--- config.mk ---
export PLATFORM = sky130hd
export DESIGN_NAME = telemetry_packet_deframer_top
export DESIGN_NICKNAME = d
export VERILOG_FILES = /design/src/tpd_pkg.sv /design/src/tpd_crc.sv /design/src/tpd_parser.sv /design/src/telemetry_packet_deframer_top.sv
export SDC_FILE = /design/constraint.sdc
export NUM_CORES = 1
export LEC_CHECK = 0
export ABC_CLOCK_PERIOD_IN_PS = 4900
export BUFFER_PORTS_ARGS = -buffer_cell sky130_fd_sc_hd__buf_4
export CORE_ASPECT_RATIO = 1.4
export CORE_MARGIN = 1
export CORE_UTILIZATION = 35
export DETAILED_ROUTE_END_ITERATION = 12
export HOLD_SLACK_MARGIN = 0.05
export PLACE_DENSITY_LB_ADDON = 0.1
export SETUP_SLACK_MARGIN = 0.2
export SYNTH_ARGS = -nofsm -noshare
export SYNTH_HDL_FRONTEND = slang
export SYNTH_SLANG_ARGS = --single-unit
export TNS_END_PERCENT = 5
--- constraint.sdc ---
create_clock -name clock -period 4.9 [get_ports clock]
set_clock_uncertainty 0.05 [all_clocks]
set_input_delay 0.245 -clock clock [delete_from_list [all_inputs] [get_ports clock]]
set_output_delay 0.245 -clock clock [all_outputs]
set_load 0.02 [all_outputs]
--- src/tpd_pkg.sv ---
// shared types and constants of the telemetry packet deframer
`default_nettype none

package tpd_pkg;

   // framing bytes and telemetry frame shape
   localparam logic [7:0] StartByte = 8'd2;
   localparam logic [7:0] EndByte = 8'd3;
   localparam logic [7:0] TelemetryLength = 8'd17;
   localparam logic [7:0] TelemetryCommand = 8'd50;
   localparam logic [7:0] FieldOffset = 8'd5;
   localparam int CaptureBytes = 12;
   localparam logic [7:0] CaptureLast = FieldOffset + 8'(CaptureBytes - 1);
   localparam logic [15:0] IdleMax = 16'hFFFF;

   // item kinds
   localparam logic KindByte = 1'b0;
   localparam logic KindTick = 1'b1;

   // status codes
   localparam logic [1:0] StatusTelemetry = 2'd0;
   localparam logic [1:0] StatusGood = 2'd1;
   localparam logic [1:0] StatusCrcError = 2'd2;
   localparam logic [1:0] StatusNoEnd = 2'd3;

   // register indexes
   localparam logic [1:0] RegTimeout = 2'd0;
   localparam logic [1:0] RegMaxLength = 2'd1;
   localparam logic [1:0] RegPolynomial = 2'd2;

   // register reset values
   localparam logic [15:0] TimeoutReset = 16'd100;
   localparam logic [7:0] MaxLengthReset = 8'd63;
   localparam logic [15:0] PolynomialReset = 16'h1021;

   typedef struct packed {
      logic [15:0] timeout_ticks;
      logic [7:0]  max_payload_length;
      logic [15:0] crc_polynomial;
   } cfg_type;

   typedef struct packed {
      logic [1:0]         status;
      logic [7:0]         command_code;
      logic [7:0]         payload_length;
      logic signed [15:0] switch_temp_tenths;
      logic signed [15:0] motor_temp_tenths;
      logic signed [31:0] current_hundredths;
      logic signed [31:0] speed_erpm;
   } result_type;

endpackage

`default_nettype wire

--- src/tpd_crc.sv ---
// one byte step of the msb-first crc-16 with programmable polynomial
`default_nettype none

module tpd_crc
   import tpd_pkg::*;
(
   input  wire logic [15:0] crc_cur,
   input  wire logic [7:0]  data_byte,
   input  wire logic [15:0] polynomial,
   output logic [15:0]      crc_next
);

   // eight shift steps, one per data bit
   always_comb begin
      logic [15:0] c;
      c = crc_cur ^ {data_byte, 8'h00};
      for (int i = 0; i < 8; i++) begin
         if (c[15]) begin
            c = {c[14:0], 1'b0} ^ polynomial;
         end else begin
            c = {c[14:0], 1'b0};
         end
      end
      crc_next = c;
   end

endmodule

`default_nettype wire

--- src/tpd_parser.sv ---
// frame parser: phase machine, crc check, telemetry field capture
`default_nettype none

module tpd_parser
   import tpd_pkg::*;
(
   input  wire logic       clock,
   input  wire logic       reset,
   input  wire logic       item_fire,
   input  wire logic       item_kind,
   input  wire logic [7:0] item_byte,
   input  wire cfg_type    cfg,
   output logic            result_valid,
   output result_type      result
);

   typedef enum logic [2:0] {
      PH_HUNT,
      PH_LENGTH,
      PH_PAYLOAD,
      PH_CRC_HI,
      PH_CRC_LO,
      PH_END
   } phase_type;

   phase_type   phase_ff, phase_in;
   logic [7:0]  frame_length_ff, frame_length_in;
   logic [7:0]  byte_position_ff, byte_position_in;
   logic [15:0] running_crc_ff, running_crc_in;
   logic [15:0] received_crc_ff, received_crc_in;
   logic [7:0]  first_byte_ff, first_byte_in;
   logic [15:0] idle_ticks_ff, idle_ticks_in;
   logic [7:0]  capture_ff [CaptureBytes];
   logic [7:0]  capture_in [CaptureBytes];

   logic [15:0] crc_next;
   logic [7:0]  position_next;
   logic [7:0]  capture_offset;
   logic [15:0] idle_next;
   logic [1:0]  status;

   tpd_crc u_crc (
      .crc_cur    (running_crc_ff),
      .data_byte  (item_byte),
      .polynomial (cfg.crc_polynomial),
      .crc_next   (crc_next)
   );

   assign position_next = byte_position_ff + 8'd1;
   assign capture_offset = byte_position_ff - FieldOffset;
   assign idle_next = (idle_ticks_ff == IdleMax) ? idle_ticks_ff : idle_ticks_ff + 16'd1;

   // end byte verdict
   always_comb begin
      if (item_byte != EndByte) begin
         status = StatusNoEnd;
      end else if (received_crc_ff != running_crc_ff) begin
         status = StatusCrcError;
      end else if (frame_length_ff == TelemetryLength && first_byte_ff == TelemetryCommand) begin
         status = StatusTelemetry;
      end else begin
         status = StatusGood;
      end
   end

   // next state and result
   always_comb begin
      phase_in = phase_ff;
      frame_length_in = frame_length_ff;
      byte_position_in = byte_position_ff;
      running_crc_in = running_crc_ff;
      received_crc_in = received_crc_ff;
      first_byte_in = first_byte_ff;
      idle_ticks_in = idle_ticks_ff;
      capture_in = capture_ff;
      result_valid = 1'b0;
      result = '0;
      result.status = status;
      result.command_code = first_byte_ff;
      result.payload_length = frame_length_ff;
      if (status == StatusTelemetry) begin
         result.switch_temp_tenths = {capture_ff[0], capture_ff[1]};
         result.motor_temp_tenths = {capture_ff[2], capture_ff[3]};
         result.current_hundredths =
            {capture_ff[4], capture_ff[5], capture_ff[6], capture_ff[7]};
         result.speed_erpm = {capture_ff[8], capture_ff[9], capture_ff[10], capture_ff[11]};
      end
      if (item_fire && item_kind == KindTick) begin
         // idle timeout only counts inside a frame
         if (phase_ff != PH_HUNT) begin
            idle_ticks_in = idle_next;
            if (idle_next > cfg.timeout_ticks) begin
               phase_in = PH_HUNT;
            end
         end
      end else if (item_fire) begin
         idle_ticks_in = '0;
         case (phase_ff)
            PH_HUNT: begin
               if (item_byte == StartByte) begin
                  phase_in = PH_LENGTH;
               end
            end
            PH_LENGTH: begin
               if (item_byte == 8'd0 || item_byte > cfg.max_payload_length) begin
                  phase_in = PH_HUNT;
               end else begin
                  frame_length_in = item_byte;
                  byte_position_in = '0;
                  running_crc_in = '0;
                  received_crc_in = '0;
                  first_byte_in = '0;
                  for (int i = 0; i < CaptureBytes; i++) begin
                     capture_in[i] = '0;
                  end
                  phase_in = PH_PAYLOAD;
               end
            end
            PH_PAYLOAD: begin
               if (byte_position_ff == 8'd0) begin
                  first_byte_in = item_byte;
               end
               if (byte_position_ff >= FieldOffset && byte_position_ff <= CaptureLast) begin
                  capture_in[capture_offset[3:0]] = item_byte;
               end
               running_crc_in = crc_next;
               byte_position_in = position_next;
               if (position_next >= frame_length_ff) begin
                  phase_in = PH_CRC_HI;
               end
            end
            PH_CRC_HI: begin
               received_crc_in = {item_byte, 8'h00};
               phase_in = PH_CRC_LO;
            end
            PH_CRC_LO: begin
               received_crc_in = {received_crc_ff[15:8], item_byte};
               phase_in = PH_END;
            end
            PH_END: begin
               result_valid = 1'b1;
               phase_in = PH_HUNT;
            end
            default: begin
               phase_in = PH_HUNT;
            end
         endcase
      end
   end

   // parser state
   always_ff @(posedge clock) begin
      if (reset) begin
         phase_ff <= PH_HUNT;
         frame_length_ff <= '0;
         byte_position_ff <= '0;
         running_crc_ff <= '0;
         received_crc_ff <= '0;
         first_byte_ff <= '0;
         idle_ticks_ff <= '0;
         for (int i = 0; i < CaptureBytes; i++) begin
            capture_ff[i] <= '0;
         end
      end else begin
         phase_ff <= phase_in;
         frame_length_ff <= frame_length_in;
         byte_position_ff <= byte_position_in;
         running_crc_ff <= running_crc_in;
         received_crc_ff <= received_crc_in;
         first_byte_ff <= first_byte_in;
         idle_ticks_ff <= idle_ticks_in;
         capture_ff <= capture_in;
      end
   end

endmodule

`default_nettype wire

--- src/telemetry_packet_deframer_top.sv ---
// top level of the telemetry packet deframer: input, result and csr registers
//
//   channel  direction  handshake           payload
//   req      in         req_valid/req_stall  kind, rx_byte
//   rsp      out        rsp_valid/rsp_stall  status, command, length, telemetry
//   csr      in         csr_valid/csr_ready  index, data
//
// one item per cycle while the result is not stalled: an item is held in the input
// register, the parser updates its state from it and a frame end loads the result register.
// reset clears the parser to hunting, the csr registers to their defaults and the valid bits.
// a stalled result holds; the input register still takes one item behind it.
`default_nettype none

module telemetry_packet_deframer_top
   import tpd_pkg::*;
(
   input  wire logic         clock,
   input  wire logic         reset,
   input  wire logic         req_valid,
   output logic              req_stall,
   input  wire logic         req_kind,
   input  wire logic [7:0]   req_rx_byte,
   output logic              rsp_valid,
   input  wire logic         rsp_stall,
   output logic [1:0]        rsp_status,
   output logic [7:0]        rsp_command_code,
   output logic [7:0]        rsp_payload_length,
   output logic signed [15:0] rsp_switch_temp_tenths,
   output logic signed [15:0] rsp_motor_temp_tenths,
   output logic signed [31:0] rsp_current_hundredths,
   output logic signed [31:0] rsp_speed_erpm,
   input  wire logic         csr_valid,
   output logic              csr_ready,
   input  wire logic [1:0]   csr_index,
   input  wire logic [15:0]  csr_data
);

   cfg_type    cfg_ff;
   logic       in_valid_ff;
   logic       in_kind_ff;
   logic [7:0] in_byte_ff;
   logic       rsp_valid_ff;
   result_type result_ff;

   logic       out_free;
   logic       fire;
   logic       result_valid;
   result_type result;

   // handshake control
   assign out_free = !rsp_valid_ff || !rsp_stall;
   assign fire = in_valid_ff && out_free;
   assign req_stall = in_valid_ff && !out_free;
   assign csr_ready = 1'b1;

   // configuration registers
   always_ff @(posedge clock) begin
      if (reset) begin
         cfg_ff.timeout_ticks <= TimeoutReset;
         cfg_ff.max_payload_length <= MaxLengthReset;
         cfg_ff.crc_polynomial <= PolynomialReset;
      end else if (csr_valid) begin
         case (csr_index)
            RegTimeout: cfg_ff.timeout_ticks <= csr_data;
            RegMaxLength: cfg_ff.max_payload_length <= csr_data[7:0];
            RegPolynomial: cfg_ff.crc_polynomial <= csr_data;
            default: begin
            end
         endcase
      end
   end

   // input register
   always_ff @(posedge clock) begin
      if (reset) begin
         in_valid_ff <= 1'b0;
      end else if (!req_stall) begin
         in_valid_ff <= req_valid;
      end
   end

   always_ff @(posedge clock) begin
      if (req_valid && !req_stall) begin
         in_kind_ff <= req_kind;
         in_byte_ff <= req_rx_byte;
      end
   end

   tpd_parser u_parser (
      .clock        (clock),
      .reset        (reset),
      .item_fire    (fire),
      .item_kind    (in_kind_ff),
      .item_byte    (in_byte_ff),
      .cfg          (cfg_ff),
      .result_valid (result_valid),
      .result       (result)
   );

   // result register
   always_ff @(posedge clock) begin
      if (reset) begin
         rsp_valid_ff <= 1'b0;
      end else if (fire && result_valid) begin
         rsp_valid_ff <= 1'b1;
      end else if (rsp_valid_ff && !rsp_stall) begin
         rsp_valid_ff <= 1'b0;
      end
   end

   always_ff @(posedge clock) begin
      if (fire && result_valid) begin
         result_ff <= result;
      end
   end

   assign rsp_valid = rsp_valid_ff;
   assign rsp_status = result_ff.status;
   assign rsp_command_code = result_ff.command_code;
   assign rsp_payload_length = result_ff.payload_length;
   assign rsp_switch_temp_tenths = result_ff.switch_temp_tenths;
   assign rsp_motor_temp_tenths = result_ff.motor_temp_tenths;
   assign rsp_current_hundredths = result_ff.current_hundredths;
   assign rsp_speed_erpm = result_ff.speed_erpm;

endmodule

`default_nettype wire
==> results.json <==
{
  "status": "complete, no violations",
  "final_common_cell": "nand2_1",
  "rows": 93,
  "cp.arrival_ns": 4.83,
  "hpwl_mm": 32.2,
  "start_util_pct": 35.4,
  "cts_max_path_buffers": 3,
  "overflow": 0,
  "via_per_inst": 5.12,
  "hold_start": "csr_index[1]",
  "timing.rr.start": "in_byte_ff[6]",
  "grt_first_pass_wirelength_mm": 71.6,
  "ant_nets": 0,
  "grt.total_usage_pct": 19.3,
  "synth-seq-cells": 336,
  "grt_max_degree": 115,
  "cp_slowest_stage_delay_ns": 0.59,
  "synth-seq-area-share_pct": 48.7,
  "cp-end-kind": "register",
  "yosys-top-cells-area": "dfxtp_1 (26%), edfxtp_1 (23%), a22oi_1 (5.5%)",
  "finalSetupTns_ns": 0,
  "tritoncts": "built",
  "p_int_mw": 4.68,
  "async_flop_share_pct": 0,
  "pwr-share-clk_pct": 43.3,
  "antenna_found_initial": 0,
  "swShare_pct": 24.6,
  "drc_errors": 0,
  "final_util_pct": 42.3,
  "num_vias": 12829,
  "hold_path_class": "input port to register",
  "tightest_slew_ns": 1.09,
  "yosysWarnings": 0,
  "crit_type": "register to register",
  "numCtsBuffers": 36,
  "fp.dieW_um": 185,
  "critPathLaunch": "in_byte_ff[6]",
  "area_growth_pct": 19.3,
  "clock_latency_ns": 0.54,
  "path_max_fanout": 12,
  "clkTransAtPathRegs_ns": 0.06,
  "max_freq_mhz": 227,
  "drtIter0Drc": 808,
  "gp_congestion": 0.864,
  "coreArea_um2": 46100,
  "max-vdd-ir-drop_mv": 0.218,
  "synth_top_area_cell": "dfxtp_1",
  "synth_top_flop_cell": "dfxtp_1",
  "path_buf_inv": 0,
  "synth_nets": 1800,
  "synthCells": 1729,
  "multiInputGateArea_um2": 7690,
  "dp_cells": 2409,
  "port-buffer-count": 147,
  "crit_chain": "xor2_2 > nor3_1 > a211o_1 > o221ai_1 > and2_1 > xnor3_1 > mux2i_1 > a2111o_1 > a21boi_1 > xnor3_1 > a211o_1 > nand3_1",
  "io_pins": 149,
  "required_ns": 5.33,
  "drv_cap": 0,
  "wl_mm": 46.0,
  "p_leak_nw": 7.72,
  "die_y_um": 258,
  "wl_per_cell_um": 18.4,
  "setup_viol": 0,
  "drv_slew": 0,
  "htree_num_levels": 2,
  "netlist_area_um2": 16300,
  "diodes": 0,
  "syn_avg_cell_area_um2": 9.45,
  "firstDrtPassIters": 7,
  "dieArea_um2": 47500,
  "synth_top_area_share_pct": 26.1,
  "min_period_ns": 4.40,
  "period_share_pct": 89.8,
  "maxSlewHeadroom_pct": 26.8,
  "timing.final.hold_violations": 0,
  "fin_nets": 1931,
  "netlist-cell-type-count": 78,
  "p_sw_mw": 1.52,
  "regArea_um2": 7960,
  "drive_gt1_share_pct": 14.5,
  "finalNonFillerCells": 2505,
  "powerDensity_nw_per_um2": 318,
  "fillCellCount": 4594,
  "grt_pass1_vias": 12489,
  "final_cell_mix": "nand2_1 (220), dfxtp_1 (213), buf_4 (193)",
  "rsz0062_at_grt": "yes",
  "slowest_stage": "a2111o_1",
  "cts.sinks": 336,
  "path_delay_family": "compound AO/OA/AOI/OAI gates",
  "startpoint_type": "register",
  "power_frac_seq_pct": 47.1,
  "ctsRootBufferMaster": "clkbuf_16",
  "comb_power_share_pct": 9.6,
  "synth_edf_count": 123
}
[Yosys cell counts, types with 5 or more instances]
cell      number
a211o_1       24
a21boi_1       5
a21o_1         9
a21oi_1       86
a22oi_1      120
and2_1       107
and3_1        18
buf_1         20
buf_2          9
buf_4          6
clkbuf_1      89
dfxtp_1      213
edfxtp_1     123
ha_1          39
inv_1         43
mux2i_1       11
nand2_1      220
nand2b_1       6
nand3_1       64
nand3b_1       9
nand4_1       31
nor2_1       178
nor2b_1       20
nor3_1        15
o211ai_1       5
o21a_1         7
o21ai_0       28
o21ai_1       16
or3_1          7
xnor2_1       85
xnor3_1       14
xor2_1        22
[through the flow]
step                      hold WS (ns)  area [µm²]  setup WS (ns)  total power [mW]
after global placement           0.376       18000          0.409              3.54
after CTS                       0.0946       19500          0.273              6.28
after detailed placement         0.377       18000          0.331              3.55
after global routing             0.122       19500          0.147              6.45
after floorplan                  0.294       16300           1.06              3.40
final                            0.115       19500          0.498              6.20
[what timing repair did]
| action | CTS | global route |
|---|---|---|
| setup endpoints to repair | 0 | 16 |
| hold buffers | 27 | 0 |
| hold endpoints to repair | 51 | 0 |
| resized for setup | 0 | 2 |
| buffers inserted | 0 | 3 |
[routing by layer]
metal | global-route usage (%) | share of wire (%)
met5 | 0 | 0
met4 | 7.01 | 3.2
met3 | 2.38 | 3.9
met2 | 35.1 | 51
met1 | 23.1 | 42
[cell type report]
class,instances,share of cell area [%]
Clock inverter,18,0.886
Sequential cell,336,40.8
Multi-Input combinational cell,1219,39.4
Timing Repair Buffer,222,8.98
Inverter,45,0.880
Clock buffer,48,5.01
Tap cell,617,3.96
[logic make-up (layout without fill, tap and decap cells)]
logic type | Yosys count | after routing | share of synthesized area (%)
AO/OA/AOI/OAI | 346 | 346 | 14.7
XOR/XNOR | 127 | 127 | 8.27
adder cells (fa/ha/maj) | 39 | 39 | 2.99
buffers and inverters | 174 | 333 | 4.40
flip-flops | 336 | 336 | 48.7
multiplexers | 13 | 13 | 0.812
other | 1 | 1 | 0.0230
AND/OR/NAND/NOR | 693 | 693 | 20.1
[worst reg2reg max path, cell delays in order, from the launching register on]
cell and delay [ns]:
edfxtp_1 0.57, xor2_2 0.57, nor3_1 0.21, a211o_1 0.34, o221ai_1 0.26, and2_1 0.18
xnor3_1 0.46, mux2i_1 0.15, a2111o_1 0.59, a21boi_1 0.21, xnor3_1 0.42, a211o_1 0.28
nand3_1 0.07
[worst paths after layout]
path | to | slack [ns] | cells past startpoint
worst min register to register | cfg_ff[23] | 0.41 | 2
worst max register to register | u_parser.running_crc_ff[3] | 0.50 | 12
worst max-delay path | u_parser.running_crc_ff[3] | 0.50 | 12
worst min-delay path | cfg_ff[34] | 0.11 | 4
[power groups by stage]
stage                     clock (mW)  sequential, mW  combinational, mW
after floorplan                    0            2.96              0.439
after global placement             0            2.98              0.562
after detailed placement           0            2.98              0.568
after CTS                       2.77            2.92              0.587
after global routing            2.88            2.92              0.646
final                           2.68            2.92              0.596
[registers in the layout (all words and copies together), names as in the netlist, 2 cells and up]
name                       flops
in_byte_ff                     8
u_parser.running_crc_ff       16
rsp_status                     2
u_parser.received_crc_ff      16
rsp_command_code               8
u_parser.byte_position_ff      8
u_parser.first_byte_ff         8
u_parser.idle_ticks_ff        16
rsp_switch_temp_tenths        16
rsp_motor_temp_tenths         16
cfg_ff                        40
u_parser.frame_length_ff       8
rsp_payload_length             8
u_parser.capture_ff           96
u_parser.phase_ff              3
rsp_speed_erpm                32
rsp_current_hundredths        32
Power figures use the tool's default switching activity.
